[config.mk]
export PLATFORM = sky130hd
export DESIGN_NAME = pks_ram
export DESIGN_NICKNAME = d
export VERILOG_FILES = /design/src/design/pks_ram.sv
export SDC_FILE = /design/constraint.sdc
export NUM_CORES = 1
export LEC_CHECK = 0
export BUFFER_PORTS_ARGS = -buffer_cell sky130_fd_sc_hd__buf_2
export CORE_ASPECT_RATIO = 1.4
export CORE_MARGIN = 5
export CORE_UTILIZATION = 35
export DETAILED_ROUTE_END_ITERATION = 6
export GPL_TIMING_DRIVEN = 1
export PLACE_DENSITY = 0.48
export SLEW_MARGIN = 25
export SYNTH_ARGS = -nofsm -noshare
export SYNTH_HDL_FRONTEND = slang
export SYNTH_SLANG_ARGS = --single-unit
[constraint.sdc]
create_clock -name clk_i -period 1.73 [get_ports clk_i]
set_clock_uncertainty 0.05 [all_clocks]
set_input_delay 0.173 -clock clk_i [delete_from_list [all_inputs] [get_ports clk_i]]
set_output_delay 0.173 -clock clk_i [all_outputs]
set_load 0.03 [all_outputs]
[src/design/pks_ram.sv]
// ----------------------------------------------------------------------------
// pks_ram
// Generic single-port-write, single-port-read RAM with a registered read.
// ----------------------------------------------------------------------------
module pks_ram #(
  parameter int unsigned WIDTH = 8,
  parameter int unsigned DEPTH = 64
) (
  input  logic                     clk_i,
  input  logic                     we_i,
  input  logic [$clog2(DEPTH)-1:0] waddr_i,
  input  logic [WIDTH-1:0]         wdata_i,
  input  logic [$clog2(DEPTH)-1:0] raddr_i,
  output logic [WIDTH-1:0]         rdata_o
);

  logic [WIDTH-1:0] mem_q [DEPTH];
  logic [WIDTH-1:0] rdata_q;

  always_ff @(posedge clk_i) begin
    if (we_i) begin
      mem_q[waddr_i] <= wdata_i;
    end
    rdata_q <= mem_q[raddr_i];
  end

  assign rdata_o = rdata_q;

endmodule

Word level (Yosys, flattened, before mapping). Memories as Yosys holds them, arrays and structs flattened. A register that Yosys moved wholly into a read port is not among the register bits. Cells that the tools add are included.

Register bits: 0. Memories: 1. Memory bits (writable): 512. Input port bits: 22.

Multiplexer cells: 2.

Memory list: mem_q (words 64, width 8, rd ports 1, clocked after Yosys merged registers in 1, write ports 1, line 17) `logic [WIDTH-1:0] mem_q [DEPTH];`.

Operators by type and width (count): $mux W1 (2).

Logic depth before layout (Yosys ltp).
Depth in word-level cells: 2. Depth in mapped cells: 9. Depth with buffers taken out: 5.

Worst setup path before layout. Ideal clock, no wire load.

Kind: in2reg. Start: input raddr_i[1]. End: register rdata_q[3] (netlist: rdata_o[3]), read port of mem_q. Arrival time: 1713 ps. Stages on the path: 7. Setup slack: -161 ps. Path buffers: 3. Library setup time: 128 ps. Path through: buf_4 > buf_2 > buf_2 > mux4_2 > mux4_2 > o21ai_1 > o41ai_1.

RTL lines: start, declared (line 13) `input logic [$clog2(DEPTH)-1:0] raddr_i,`; end, declared (line 18) `logic [WIDTH-1:0] rdata_q;`.

==> impl_metrics.json <==
{
  "stdcell_count": 1939,
  "yosysTopAreaCell": "edfxtp_1",
  "nFillCells": 5063,
  "synthTopCellsByArea": "edfxtp_1 (76%), mux4_2 (14%), nor2_1 (1.5%)",
  "hold_viol": 0,
  "intPower_mw": 20.3,
  "startpoint_type": "register",
  "drtIter0Drc": 613,
  "hold_slack_ns": 0.0768,
  "busiest_layer": "met2",
  "cts.sinks": 520,
  "setup_viol": 7,
  "peakVddDrop_mv": 0.657,
  "vias": 9912,
  "cp_slowest_stage_delay_ns": 0.48,
  "fin_crit_ns": 1.96,
  "maxSlewViolCount": 0,
  "setup-tns-final_ns": -0.846,
  "core_mm2": 0.0573,
  "p_per_area_mw_per_mm2": 1070,
  "cts_tree": "done",
  "pwr-share-seq": 0.541,
  "power_frac_comb": 0.064,
  "cts-htree-levels": 2,
  "cp_data_arrival_time_ns": 2.36,
  "max_freq_ghz": 0.510,
  "dpl.cell_count": 1850,
  "die_h_um": 294,
  "hp-class": "input pin to register",
  "p_sw_mw": 5.53,
  "yosys.area.top_type_share": 0.762,
  "portBuffers": 29,
  "worst_slack_ns": -0.231,
  "postSynthCellCount": 940,
  "cts-buffers-inserted": 49,
  "syn_nets": 962,
  "cp_slowest_cell": "mux4_2",
  "clkTransAtPathRegs_ns": 0.06,
  "grt_pass1_vias": 10584,
  "die_w_um": 213,
  "wl_per_cell_um": 26.2,
  "cts-root-buf": "clkbuf_16",
  "ant_nets": 0,
  "slew-limit-headroom": 0.473,
  "max_slew.worst_pin.slew_ns": 0.790,
  "met3_usage": 0.0236,
  "dieArea_mm2": 0.0626,
  "wl_um": 50800,
  "gp_congestion": 0.788,
  "dp_slack_ns": -0.776,
  "num-nets-final": 1180,
  "synth_cell_types": 40,
  "drv_cap": 0,
  "dpl.hpwl_um": 34200,
  "grt_max_degree": 65,
  "grt_util_all_layers": 0.163,
  "yosysWarnings": 0,
  "insertion_delay_ns": 0.57,
  "drt_first_pass_iters": 5,
  "synth_seq_cells": 520,
  "path_class": "register to register",
  "grt_overflow": 0,
  "grt_util_met2": 0.287,
  "io_pins": 30,
  "ys_seq_area_frac": 0.770,
  "violations": "negative setup slack",
  "drcViolationCount": 0,
  "critPathMaxFanout": 1,
  "final_layout_size_suffix_gt1_frac": 0.367,
  "antenna_found_initial": 1,
  "diodes": 0,
  "start_util": 0.352,
  "p_leak_nw": 7.86,
  "syn_area_mm2": 0.0202,
  "clkPwrFrac": 0.395,
  "cp_cell_sequence": "mux4_2 -> mux2_4 -> o221a_4 -> nor3_4 -> o32ai_2",
  "grt_setup_unrepaired": "true",
  "grt_pass1_wl_um": 74100,
  "cts_max_path_buffers": 3,
  "grt_use_met1": 0.210,
  "via_per_inst": 5.11,
  "outcome": "finished with violations",
  "worstPathRequired_ns": 2.13,
  "avgSynthCellArea_um2": 21.5,
  "crit_path_end_kind": "register",
  "std_cell_rows": 104,
  "post_cts_buffers": 0,
  "area_delta_synth_final_pct": 20.1,
  "switching_share": 0.214,
  "period_share": 1.13
}
cell type report:
type                       instances  area [µm²]  area share
sequential                       520       15500       0.641
tap                              742         928      0.0383
multi-input combinational        369        4490       0.185
timing repair buffer             218        1780      0.0733
clock buffer                      65        1330      0.0548
clock inverter                    25         173     0.00713
worst max-delay path, delay by kind of cell, from the launching register on:
family | cells | cell delay, ns
AND/OR/NAND/NOR | 1 | 0.29
flip-flops | 1 | 0.36
AO/OA/AOI/OAI | 2 | 0.39
multiplexers | 2 | 0.75
state kept, by name, summed over array words and instances, names as in the netlist:
| signal | cells |
|---|---|
| rdata_o | 8 |
| mem_q | 512 |
metrics by stage:
stage / area (µm²) / util / total power, mW
2_1_floorplan: 20200 / - / 15.0
3_3_place_gp: 22600 / 0.394 / 15.9
3_5_place_dp: 22600 / 0.394 / 15.9
4_1_cts: 24200 / 0.423 / 26.2
5_1_grt: 24200 / 0.423 / 26.8
6_report: 24200 / 0.423 / 25.9
placed cells by master, fill, tap and decap left out, types with 3 or more instances in the layout:
cell       count
clkbuf_1      14
a21oi_1        3
mux4_2       126
o2bb2ai_1      3
clkinv_2       7
a211oi_1       4
nor3_2         3
dfxtp_1        8
a22oi_1        3
nor2b_1       14
buf_2         26
o2111ai_1      3
nor2_1        80
clkinv_1      12
a221oi_1       4
clkbuf_16     51
nand3_1       13
nand2_1       19
o221ai_1       8
mux2_2        11
edfxtp_1     512
o22ai_1        8
buf_12        15
nand2b_1       7
mux2i_1       23
nand3b_1       3
buf_4        173
cell usage after synthesis:
| library cell | number |
|---|---|
| o311ai_1 | 1 |
| nor3_1 | 7 |
| o21ai_0 | 2 |
| o221ai_1 | 8 |
| buf_2 | 11 |
| clkbuf_1 | 17 |
| mux4_2 | 126 |
| a221oi_1 | 6 |
| mux2i_1 | 23 |
| o2bb2ai_1 | 3 |
| and2_1 | 1 |
| mux2_2 | 13 |
| nand3b_1 | 3 |
| nand2b_1 | 7 |
| o2111ai_1 | 3 |
| nand3_1 | 13 |
| nor2b_1 | 14 |
| buf_6 | 4 |
| a22oi_1 | 3 |
| or3_1 | 1 |
| nor4_1 | 2 |
| o21a_1 | 2 |
| o22ai_1 | 8 |
| edfxtp_1 | 512 |
| o21ai_1 | 2 |
| buf_1 | 4 |
| a2111oi_0 | 2 |
| buf_12 | 2 |
| a211oi_1 | 4 |
| buf_4 | 13 |
| dfxtp_1 | 8 |
| a31oi_1 | 1 |
| o221a_2 | 2 |
| nand2_1 | 19 |
| o32ai_1 | 2 |
| o41ai_1 | 2 |
| nand4_1 | 2 |
| nand4b_1 | 1 |
| nor2_1 | 83 |
| a21oi_1 | 3 |
cells by family (layout without fill, tap and decap cells):
group	count (synthesis)	after routing	synth area share
AO/OA/AOI/OAI	54	54	0.0207
buffers and inverters	51	308	0.0157
flip-flops	520	520	0.770
multiplexers	162	162	0.159
AND/OR/NAND/NOR	153	153	0.0339
metal layers:
layer  wire, µm  part of all wire
met5          0                 0
met4       1500             0.030
met3       1890             0.037
met2      26500              0.52
met1      20800              0.41
final timing paths:
kind	start	end	slack (ns)	depth (start not counted)
worst min register to register	mem_q[6][7]	rdata_o[7]	0.80	4
worst min-delay path	wdata_i[7]	mem_q[63][7]	0.08	2
worst max-delay path	mem_q[29][6]	rdata_o[6]	-0.23	5
worst max register to register	mem_q[29][6]	rdata_o[6]	-0.23	5
power groups by stage:
stage	Clock, mW	Combinational (mW)	Sequential (mW)
floorplan	0	0.756	14.3
global placement	0	1.63	14.3
finish	10.2	1.66	14.0
detailed placement	0	1.64	14.3
CTS	10.5	1.70	14.0
global route	11.0	1.77	14.0
timing repair:
item,4_1_cts,5_1_grt
hold buffers,1,0
endpoints found under the hold margin,3,0
resized for setup,30,4
endpoints found under the setup margin,8,8
pin swaps,6,1
Power figures use the tool's default switching activity.
