`config.mk`:
```
export PLATFORM = sky130hd
export DESIGN_NAME = pks_engine
export DESIGN_NICKNAME = d
export VERILOG_FILES = /design/src/design/pks_pkg.sv /design/src/design/pks_engine.sv
export SDC_FILE = /design/constraint.sdc
export NUM_CORES = 1
export LEC_CHECK = 0
export BUFFER_PORTS_ARGS = -buffer_cell sky130_fd_sc_hd__buf_4
export CORE_MARGIN = 1.5
export CORE_UTILIZATION = 25
export DETAILED_ROUTE_END_ITERATION = 8
export GPL_ROUTABILITY_DRIVEN = 0
export PLACE_DENSITY_LB_ADDON = 0.15
export SLEW_MARGIN = 40
export SYNTH_ARGS = -nofsm -noshare
export SYNTH_HDL_FRONTEND = slang
export SYNTH_SLANG_ARGS = --single-unit
```
`constraint.sdc`:
```
create_clock -name clk_i -period 20.9 [get_ports clk_i]
set_input_delay 2.09 -clock clk_i [delete_from_list [all_inputs] [get_ports clk_i]]
set_output_delay 2.09 -clock clk_i [all_outputs]
set_load 0.05 [all_outputs]
```
`src/design/pks_pkg.sv`:
```
// ----------------------------------------------------------------------------
// pks_pkg
// Shared types and constants of the port knock sequence tracker: request and
// response words, configuration set, table entry layout and code values.
// ----------------------------------------------------------------------------
package pks_pkg;

  localparam int unsigned PORT_W        = 16;
  localparam int unsigned IP_W          = 32;
  localparam int unsigned TIME_W        = 32;
  localparam int unsigned STEP_W        = 2;
  localparam int unsigned LEN_W         = 3;
  localparam int unsigned TMO_W         = 16;
  localparam int unsigned DEDUP_W       = 8;
  localparam int unsigned STATUS_W      = 2;
  localparam int unsigned COUNT_W       = 7;
  localparam int unsigned CFG_IDX_W     = 3;
  localparam int unsigned CFG_DATA_W    = 16;
  localparam int unsigned NUM_SEQ_PORTS = 4;

  localparam logic [COUNT_W-1:0] COUNT_MAX = '1;

  // knock status codes
  localparam logic [STATUS_W-1:0] STATUS_IDLE     = 2'd0;
  localparam logic [STATUS_W-1:0] STATUS_PROGRESS = 2'd1;
  localparam logic [STATUS_W-1:0] STATUS_COMPLETE = 2'd2;

  // request types
  localparam logic REQ_KNOCK = 1'b0;
  localparam logic REQ_SWEEP = 1'b1;

  // configuration register indexes
  localparam logic [CFG_IDX_W-1:0] REG_SEQ_PORT_0    = 3'd0;
  localparam logic [CFG_IDX_W-1:0] REG_SEQ_PORT_1    = 3'd1;
  localparam logic [CFG_IDX_W-1:0] REG_SEQ_PORT_2    = 3'd2;
  localparam logic [CFG_IDX_W-1:0] REG_SEQ_PORT_3    = 3'd3;
  localparam logic [CFG_IDX_W-1:0] REG_SEQ_LENGTH    = 3'd4;
  localparam logic [CFG_IDX_W-1:0] REG_KNOCK_TIMEOUT = 3'd5;
  localparam logic [CFG_IDX_W-1:0] REG_DEDUP_WINDOW  = 3'd6;

  typedef struct packed {
    logic              req_type;
    logic [IP_W-1:0]   source_ip;
    logic [PORT_W-1:0] dest_port;
    logic [TIME_W-1:0] now_seconds;
  } req_t;

  typedef struct packed {
    logic [STATUS_W-1:0] knock_status;
    logic [COUNT_W-1:0]  entries_cleared;
  } rsp_t;

  typedef struct packed {
    logic [NUM_SEQ_PORTS-1:0][PORT_W-1:0] seq_port;
    logic [LEN_W-1:0]                     seq_length;
    logic [TMO_W-1:0]                     knock_timeout;
    logic [DEDUP_W-1:0]                   dedup_window;
  } cfg_t;

  typedef struct packed {
    logic              valid;
    logic              prev_valid;
    logic [IP_W-1:0]   address;
    logic [STEP_W-1:0] step;
    logic [TIME_W-1:0] stamp;
    logic [PORT_W-1:0] prev_port;
  } entry_t;

  typedef struct packed {
    logic idle;
    logic rsp_valid;
    rsp_t rsp;
  } eng_stat_t;

endpackage

```
`src/design/pks_engine.sv`:
```
// ----------------------------------------------------------------------------
// pks_engine
// Request sequencer: clears the client table after reset, scans every entry
// once per request (match, first free slot, oldest slot, stale entries) and
// writes back the updated entry after a knock unless it was a miss or a dedup.
// ----------------------------------------------------------------------------
module pks_engine #(
  parameter int unsigned TABLE_DEPTH  = 64,
  parameter int unsigned MAX_SEQUENCE = 4
) (
  input  logic                           clk_i,
  input  logic                           rst_ni,
  input  pks_pkg::cfg_t                  cfg_i,
  input  logic                           in_valid_i,
  input  pks_pkg::req_t                  in_data_i,
  input  logic                           rsp_ready_i,
  output pks_pkg::eng_stat_t             stat_o,
  output logic                           ram_we_o,
  output logic [$clog2(TABLE_DEPTH)-1:0] ram_waddr_o,
  output pks_pkg::entry_t                ram_wdata_o,
  output logic [$clog2(TABLE_DEPTH)-1:0] ram_raddr_o,
  input  pks_pkg::entry_t                ram_rdata_i
);

  import pks_pkg::*;

  localparam int unsigned IDX_W = $clog2(TABLE_DEPTH);
  localparam logic [IDX_W-1:0] LAST_IDX = IDX_W'(TABLE_DEPTH - 1);
  localparam logic [LEN_W-1:0] MAX_LEN  = LEN_W'(MAX_SEQUENCE);

  localparam logic [1:0] ST_CLEAR  = 2'd0;
  localparam logic [1:0] ST_IDLE   = 2'd1;
  localparam logic [1:0] ST_SCAN   = 2'd2;
  localparam logic [1:0] ST_FINISH = 2'd3;

  logic [1:0]         state_q, state_d;
  logic [IDX_W-1:0]   addr_q, addr_d;
  logic               issue_q, issue_d;
  logic               rd_vld_q, rd_vld_d;
  logic [IDX_W-1:0]   rd_idx_q, rd_idx_d;
  req_t               req_q, req_d;
  logic               found_q, found_d;
  logic [IDX_W-1:0]   match_idx_q, match_idx_d;
  entry_t             match_q, match_d;
  logic               free_found_q, free_found_d;
  logic [IDX_W-1:0]   free_idx_q, free_idx_d;
  logic [IDX_W-1:0]   best_idx_q, best_idx_d;
  logic [TIME_W-1:0]  best_age_q, best_age_d;
  logic [COUNT_W-1:0] cleared_q, cleared_d;

  logic [TIME_W-1:0]  scan_age;
  logic [TIME_W-1:0]  timeout_ext;

  // knock resolution
  entry_t             cur;
  entry_t             upd;
  logic [IDX_W-1:0]   tgt_idx;
  logic [TIME_W-1:0]  cur_age;
  logic               miss;
  logic               dedup;
  logic [STEP_W-1:0]  step_eff;
  logic [LEN_W-1:0]   step_next;
  logic [LEN_W-1:0]   eff_len;
  logic               knock_we;
  logic [STATUS_W-1:0] knock_status;

  assign timeout_ext = TIME_W'(cfg_i.knock_timeout);
  assign scan_age    = req_q.now_seconds - ram_rdata_i.stamp;

  always_comb begin
    if (cfg_i.seq_length == '0) begin
      eff_len = LEN_W'(1);
    end else if (cfg_i.seq_length > MAX_LEN) begin
      eff_len = MAX_LEN;
    end else begin
      eff_len = cfg_i.seq_length;
    end
  end

  always_comb begin
    // unknown client opens a fresh entry in the free or oldest slot
    if (found_q) begin
      cur     = match_q;
      tgt_idx = match_idx_q;
    end else begin
      cur.valid      = 1'b1;
      cur.prev_valid = 1'b0;
      cur.address    = req_q.source_ip;
      cur.step       = '0;
      cur.stamp      = req_q.now_seconds;
      cur.prev_port  = '0;
      tgt_idx        = free_found_q ? free_idx_q : best_idx_q;
    end
    miss    = !found_q && (req_q.dest_port != cfg_i.seq_port[0]);
    cur_age = req_q.now_seconds - cur.stamp;
    dedup   = cur.prev_valid && (req_q.dest_port == cur.prev_port) &&
              (cur_age <= TIME_W'(cfg_i.dedup_window));
    step_eff = cur.step;
    if ((cur.step != '0) && (cur_age > timeout_ext)) begin
      step_eff = '0;
    end
    step_next = LEN_W'(step_eff) + LEN_W'(1);
    upd       = cur;
    if (req_q.dest_port == cfg_i.seq_port[step_eff]) begin
      upd.step       = step_next[STEP_W-1:0];
      upd.stamp      = req_q.now_seconds;
      upd.prev_port  = req_q.dest_port;
      upd.prev_valid = 1'b1;
      upd.valid      = (step_next < eff_len);
      knock_status   = (step_next < eff_len) ? STATUS_PROGRESS : STATUS_COMPLETE;
    end else if (req_q.dest_port == cfg_i.seq_port[0]) begin
      // restart at step 1, remembered port stays
      upd.step     = STEP_W'(1);
      upd.stamp    = req_q.now_seconds;
      knock_status = STATUS_PROGRESS;
    end else begin
      upd.step     = step_eff;
      upd.valid    = 1'b0;
      knock_status = STATUS_IDLE;
    end
    knock_we = 1'b1;
    if (miss) begin
      knock_status = STATUS_IDLE;
      knock_we     = 1'b0;
    end else if (dedup) begin
      knock_status = STATUS_PROGRESS;
      knock_we     = 1'b0;
    end
  end

  always_comb begin
    state_d      = state_q;
    addr_d       = addr_q;
    issue_d      = issue_q;
    rd_vld_d     = (state_q == ST_SCAN) && issue_q;
    rd_idx_d     = addr_q;
    req_d        = req_q;
    found_d      = found_q;
    match_idx_d  = match_idx_q;
    match_d      = match_q;
    free_found_d = free_found_q;
    free_idx_d   = free_idx_q;
    best_idx_d   = best_idx_q;
    best_age_d   = best_age_q;
    cleared_d    = cleared_q;
    ram_we_o     = 1'b0;
    ram_waddr_o  = addr_q;
    ram_wdata_o  = '0;
    stat_o.idle      = (state_q == ST_IDLE);
    stat_o.rsp_valid = 1'b0;
    stat_o.rsp.knock_status    = STATUS_IDLE;
    stat_o.rsp.entries_cleared = '0;

    case (state_q)
      ST_CLEAR: begin
        ram_we_o = 1'b1;
        addr_d   = addr_q + IDX_W'(1);
        if (addr_q == LAST_IDX) begin
          addr_d  = '0;
          state_d = ST_IDLE;
        end
      end
      ST_IDLE: begin
        if (in_valid_i) begin
          req_d        = in_data_i;
          state_d      = ST_SCAN;
          addr_d       = '0;
          issue_d      = 1'b1;
          found_d      = 1'b0;
          free_found_d = 1'b0;
          cleared_d    = '0;
        end
      end
      ST_SCAN: begin
        if (issue_q) begin
          addr_d = addr_q + IDX_W'(1);
          if (addr_q == LAST_IDX) begin
            addr_d  = '0;
            issue_d = 1'b0;
          end
        end
        if (rd_vld_q) begin
          if (req_q.req_type == REQ_SWEEP) begin
            // drop stale entries; read runs one address ahead of the write
            if (ram_rdata_i.valid && (scan_age > timeout_ext)) begin
              ram_we_o          = 1'b1;
              ram_waddr_o       = rd_idx_q;
              ram_wdata_o       = ram_rdata_i;
              ram_wdata_o.valid = 1'b0;
              if (cleared_q != COUNT_MAX) begin
                cleared_d = cleared_q + COUNT_W'(1);
              end
            end
          end else begin
            if (!found_q && ram_rdata_i.valid &&
                (ram_rdata_i.address == req_q.source_ip)) begin
              found_d     = 1'b1;
              match_idx_d = rd_idx_q;
              match_d     = ram_rdata_i;
            end
            if (!free_found_q && !ram_rdata_i.valid) begin
              free_found_d = 1'b1;
              free_idx_d   = rd_idx_q;
            end
            if ((rd_idx_q == '0) || (scan_age > best_age_q)) begin
              best_idx_d = rd_idx_q;
              best_age_d = scan_age;
            end
          end
          if (rd_idx_q == LAST_IDX) begin
            state_d = ST_FINISH;
          end
        end
      end
      ST_FINISH: begin
        stat_o.rsp_valid = 1'b1;
        if (req_q.req_type == REQ_SWEEP) begin
          stat_o.rsp.entries_cleared = cleared_q;
        end else begin
          stat_o.rsp.knock_status = knock_status;
        end
        if (rsp_ready_i) begin
          state_d = ST_IDLE;
          if (req_q.req_type == REQ_KNOCK && knock_we) begin
            ram_we_o    = 1'b1;
            ram_waddr_o = tgt_idx;
            ram_wdata_o = upd;
          end
        end
      end
      default: begin
        state_d = ST_CLEAR;
        addr_d  = '0;
      end
    endcase
  end

  assign ram_raddr_o = addr_q;

  always_ff @(posedge clk_i or negedge rst_ni) begin
    if (!rst_ni) begin
      state_q      <= ST_CLEAR;
      addr_q       <= '0;
      issue_q      <= 1'b0;
      rd_vld_q     <= 1'b0;
      found_q      <= 1'b0;
      free_found_q <= 1'b0;
      cleared_q    <= '0;
    end else begin
      state_q      <= state_d;
      addr_q       <= addr_d;
      issue_q      <= issue_d;
      rd_vld_q     <= rd_vld_d;
      found_q      <= found_d;
      free_found_q <= free_found_d;
      cleared_q    <= cleared_d;
    end
  end

  always_ff @(posedge clk_i) begin
    rd_idx_q    <= rd_idx_d;
    req_q       <= req_d;
    match_idx_q <= match_idx_d;
    match_q     <= match_d;
    free_idx_q  <= free_idx_d;
    best_idx_q  <= best_idx_d;
    best_age_q  <= best_age_d;
  end

endmodule
```
Word level (Yosys, flattened, before mapping)

Index checks and enable logic that the tools add are counted.
W data, S select, Z words.

$add $sub $neg: 5
Order comparisons: 7
Equality and inequality tests: 23
Multiplexer cells: 72
Bitwise operators: 1
Reductions and logical operators: 30

Operators with widths:

| operator             | number |
|---|---|
| $mux W84             | 3 |
| $mux W83             | 3 |
| $pmux W84 S2         | 1 |
| $gt A32 B16 Y1       | 2 |
| $sub A32 B32 Y32     | 2 |
| $mux W6              | 10 |
| $eq A16 B16 Y1       | 3 |
| $mux W7              | 6 |
| $mux W34             | 1 |
| $bmux W16 S2         | 1 |
| $eq A32 B32 Y1       | 1 |
| $gt A32 B32 Y1       | 1 |
| $le A32 B8 Y1        | 1 |
| $mux W16             | 2 |
| $mux W32             | 1 |
| $mux W2              | 12 |
| $mux W1              | 21 |
| $pmux W6 S3          | 1 |
| $ne A16 B16 Y1       | 1 |
| $reduce_and A5 Y1    | 3 |
| $ne A2 B2 Y1 const B | 7 |
| $pmux W7 S2          | 1 |
| $eq A6 B6 Y1 const B | 2 |
| $pmux W6 S2          | 1 |
| 28 further kinds     | 51 |

Bits in registers: 240
Bits of input ports: 260
Output and inout port bits: 108
Word-level logic and storage cells: 160

Longest topological paths before layout

Depth after elaboration: 13
Depth in mapped cells: 32
Mapped depth without buffers: 27

Worst setup path after synthesis

No wires, ideal clock.

Path type: reg2out
From: reg found_q
To: out stat_o[8] (netlist name)
Arrival: 8.333 ns
Data required time: 18.810 ns
Setup slack: 10.477 ns
Cell stages (with the launch flop): 31
Buffers on the path: 7
Cell sequence: dfrtp_1 clkbuf_1 clkbuf_1 buf_1 buf_1 o21ai_0 ha_1 fa_1 nand2b_1 a21oi_1 o21a_1 nand2b_1 a21boi_0 xnor2_1 ha_1 a21o_1 a21o_1 a21oi_1 o21ai_0 o21ai_0 nand2_1 a21o_1 or4_1 buf_2 or3_1 o21ai_0 mux2_2 or4_1 buf_2 buf_2 nor4_1

RTL lines:

| element                  | line              | source |
|---|---|---|
| start: declaration       | pks_engine.sv:42  | `logic found_q, found_d;` |
| start signal: assignment | pks_engine.sv:254 | `found_q <= found_d;` |
| end: declaration         | pks_engine.sv:17  | `output pks_pkg::eng_stat_t stat_o,` |

==> results by group <==
Logic synthesis
  – Mapped cell area: 17900 µm²
  – Mapped Nets: 2250
  – Synth async-reset ratio: 0.0792
  – Yosys cell types: 78
  – Number of flops mapped to enable cells by yosys: 215
  – Synth warnings: 0
  – Synth Area in XOR/XNOR: 0.0525
  – Synth Flop Type: edfxtp_1
  – Post-synthesis adder-cell area fraction: 0.104
  – Register area share after synthesis: 0.395
  – Post-synthesis mux area share: 0.0704
  – Synthesized area per cell: 9.69 µm²
  – Synth Area in Compound Gates: 0.180
  – Mapped Cells: 1843
  – Post-synthesis simple-gate area fraction: 0.152
  – Post-synthesis sequential element count: 240
  – Largest family of logic cells by synthesized area: compound AO/OA/AOI/OAI gates

Pwr
  – Net Sw Frac: 0.404
  – Logic pwr share: 0.415
  – PD cells: 93.3 nW/µm²
  – IR drop worst, VDD: 0.0629 mV
  – Clk pwr share: 0.271
  – Lkg Pwr: 9.41 nW
  – Cell Int Power: 1.27 mW
  – Psw: 858 µW
  – Flop pwr share: 0.314

Final layout
  – Share of layout cells above drive strength 1: 0.212
  – Layout Cells excl Fill: 3154
  – Nets: 2590
  – Layout area overhead: 27.6%
  – Fillers: 7389
  – Util after Layout: 0.324

Detailed routing
  – 1st-iter DRT viols: 834
  – Routed WL: 68100 µm
  – DRT Pass-1 Iters: 5
  – Detail Route Antenna Nets: 0
  – Drt wl/cell: 21.6 µm
  – DR vias/cell: 4.98
  – Via Count: 15700
  – Residual DRC count: 0

Clocking
  – CTS buffer count: 34
  – Resize count post-CTS: 0
  – Root buffer cell: clkbuf_16
  – TritonCTS clock tree: yes
  – Post-CTS Setup Inserts: 0
  – H-tree levels: 2
  – CTS clk-pin slew, worst paths: 0.06 ns
  – Worst-Skew Late Latency: 0.56 ns
  – # clock sinks: 240
  – CTS Hold Bufs: 0
  – Clk buf depth: 3

Die
  – # IOs: 368
  – Die height: 270 µm
  – Die W: 270 µm
  – Starting density of the core: 0.254
  – DIE AREA: 73000 µm²
  – Core area: 70400 µm²
  – Core Rows: 97

Min path
  – Hold path depth: 0
  – Worst Hold Class: flop to flop

Global routing
  – Largest net degree at the start of global routing: 83
  – Total GRT Usage: 0.181
  – Initial antenna violation count: 6
  – M2 GR Usage: 0.320
  – Global-route track usage on met1: 0.225
  – Grt total ovfl: 0
  – First-pass GRT wire length: 101000 µm
  – Vias in the first global route: 16100
  – M3 GR Usage: 0.0317
  – Top Usage Layer GRT: met2

Placement
  – # port buffers: 367
  – Post-DP HPWL: 54500 µm
  – Dpl cells: 3086
  – DP Worst Slack: 10.01 ns

Critical path
  – Setup CP Type: flop to output port
  – Crit. End Element: output port
  – Critical Path RT: 18.81 ns
  – Worst Path Arrival: 9.33 ns
  – Crit-path max FO: 82
  – Setup slack, reg-to-reg: 14.12 ns
  – R2R cell count: 21
  – Critical Path Start Type: flop

STA
  – Worst-margin pin slew: 0.957 ns
  – Slew Viols, Final: 0
  – Worst slew margin: 0.356
  – Final Hold Viols: 0
  – RSZ-0062 raised after global routing: false
  – WHS: 0.532 ns
  – PnR worst setup slack: 9.48 ns
  – Total negative slack: 0 ns
  – # setup viols final: 0
  – Final Cycle Share: 0.547
  – Skew final: 0.0236 ns
  – Achievable Freq: 87.5 MHz
  – Crit path time final: 11.42 ns

Run
  – Max-Cap Viols: 0

Run status
  – Outcome: completed
## worst paths after layout
kind / from / to
min in group asynchronous: rst_ni / ram_raddr_o[3]
max in group asynchronous: rst_ni / found_q
hold reg to reg: rd_idx_q[2] / match_idx_q[2]
setup reg to reg: req_q[1] / cleared_q[0]
setup / recovery: found_q / ram_wdata_o[44]
hold / removal: rd_idx_q[2] / match_idx_q[2]
## critical path, cell delays in order (launching register included)
cell and delay, ns:
dfrtp_4 0.71, buf_4 0.64, mux2i_1 0.44, ha_1 0.35, a21o_1 0.22, o31a_1 0.23
o41a_1 0.19, a31oi_1 0.61, xnor2_1 0.30, ha_1 0.36, a21oi_1 0.14, o21ai_0 0.17
o21ai_0 0.56, nand2_1 0.27, a21o_1 0.27, or4_1 0.62, mux2i_1 0.30, o211ai_1 0.12
or4_1 0.49, or4_4 0.56, buf_6 0.32, a21o_1 0.28, a32o_1 0.28, buf_4 0.20
## synth_stat cells, types with 6 or more instances
master,n,area share
ha_1,145,0.10
nand2b_1,20,0.0070
mux2i_1,120,0.067
nor4_1,18,0.0063
and2_1,18,0.0063
a31oi_1,9,0.0032
o22ai_1,9,0.0032
nor3_1,40,0.011
a211oi_1,7,0.0029
nand4_1,51,0.018
edfxtp_1,215,0.36
a32o_1,32,0.018
a21o_1,76,0.032
dfrtp_1,19,0.027
nand2_1,171,0.036
o21ai_0,122,0.034
and3_1,20,0.0070
a211o_1,6,0.0029
or2_2,7,0.0025
nor2_1,66,0.014
inv_1,130,0.027
xor2_1,22,0.011
o21a_1,20,0.0084
nand3_1,59,0.017
or3_1,12,0.0042
dfxtp_1,6,0.0067
xnor2_1,85,0.042
buf_2,14,0.0039
o211ai_1,16,0.0067
a21oi_1,95,0.027
clkbuf_1,52,0.011
a22o_1,14,0.0069
or4_1,10,0.0042
nor2b_1,20,0.0070
buf_1,11,0.0023
o221ai_1,9,0.0044
## cell type report
class	instances	area (µm²)	area share
Timing Repair Buffer	385	2930	0.129
Multi-Input combinational cell	1392	10000	0.440
Clock buffer	48	933	0.0410
Sequential cell	240	7060	0.310
Tap cell	940	1180	0.0516
Antenna cell	6	15.0	0.000659
Clock inverter	13	159	0.00697
Inverter	130	488	0.0214
## layout by cell type, fill, tap and decap left out, types with 22 or more instances in the layout
cell,n
a21o_1,76
a21oi_1,95
a32o_1,32
buf_4,379
clkbuf_16,34
edfxtp_1,215
ha_1,145
inv_1,130
mux2i_1,120
nand2_1,171
nand3_1,59
nand4_1,51
nor2_1,65
nor3_1,39
o21ai_0,122
xnor2_1,85
xor2_1,22
## sequential cells by signal, indices dropped and copies added (netlist names), 2 cells and up
name	count
state_q	2
rd_idx_q	6
best_age_q	32
match_q	84
best_idx_q	6
cleared_q	7
ram_raddr_o	6
match_idx_q	6
free_idx_q	6
req_q	81
## cell families after synthesis
kind of cell,count (synthesis)
and+or+nand+nor,535
AOI/OAI and AO/OA,478
DFF,240
buffers and inverters,211
adders and majority gates,147
muxes,125
xor gates and xnor gates,107
## metrics by stage
stage,total power [mW],area [µm²]
floorplan,1.25,17900
global placement,1.55,21600
detailed placement,1.56,21700
CTS,2.15,22800
global route,2.25,22800
finish,2.13,22800
## power groups by stage
stage / clock network (mW) / registers [mW] / logic [mW]
after global routing: 0.609 / 0.675 / 0.968
after global placement: 0 / 0.677 / 0.873
after detailed placement: 0 / 0.677 / 0.882
after CTS: 0.594 / 0.668 / 0.887
final: 0.575 / 0.667 / 0.883
after floorplan: 0 / 0.660 / 0.592
## metal layers
| metal | up-vias | wire length, µm | share of wire |
|---|---|---|---|
| met5 | - | 13 | 0.00019 |
| met4 | 2 | 1450 | 0.021 |
| met3 | 81 | 3470 | 0.051 |
| met2 | 467 | 34100 | 0.50 |
| met1 | 7548 | 29100 | 0.43 |
| li1 | 7599 | - | - |
(Power assumes the default switching activity.)
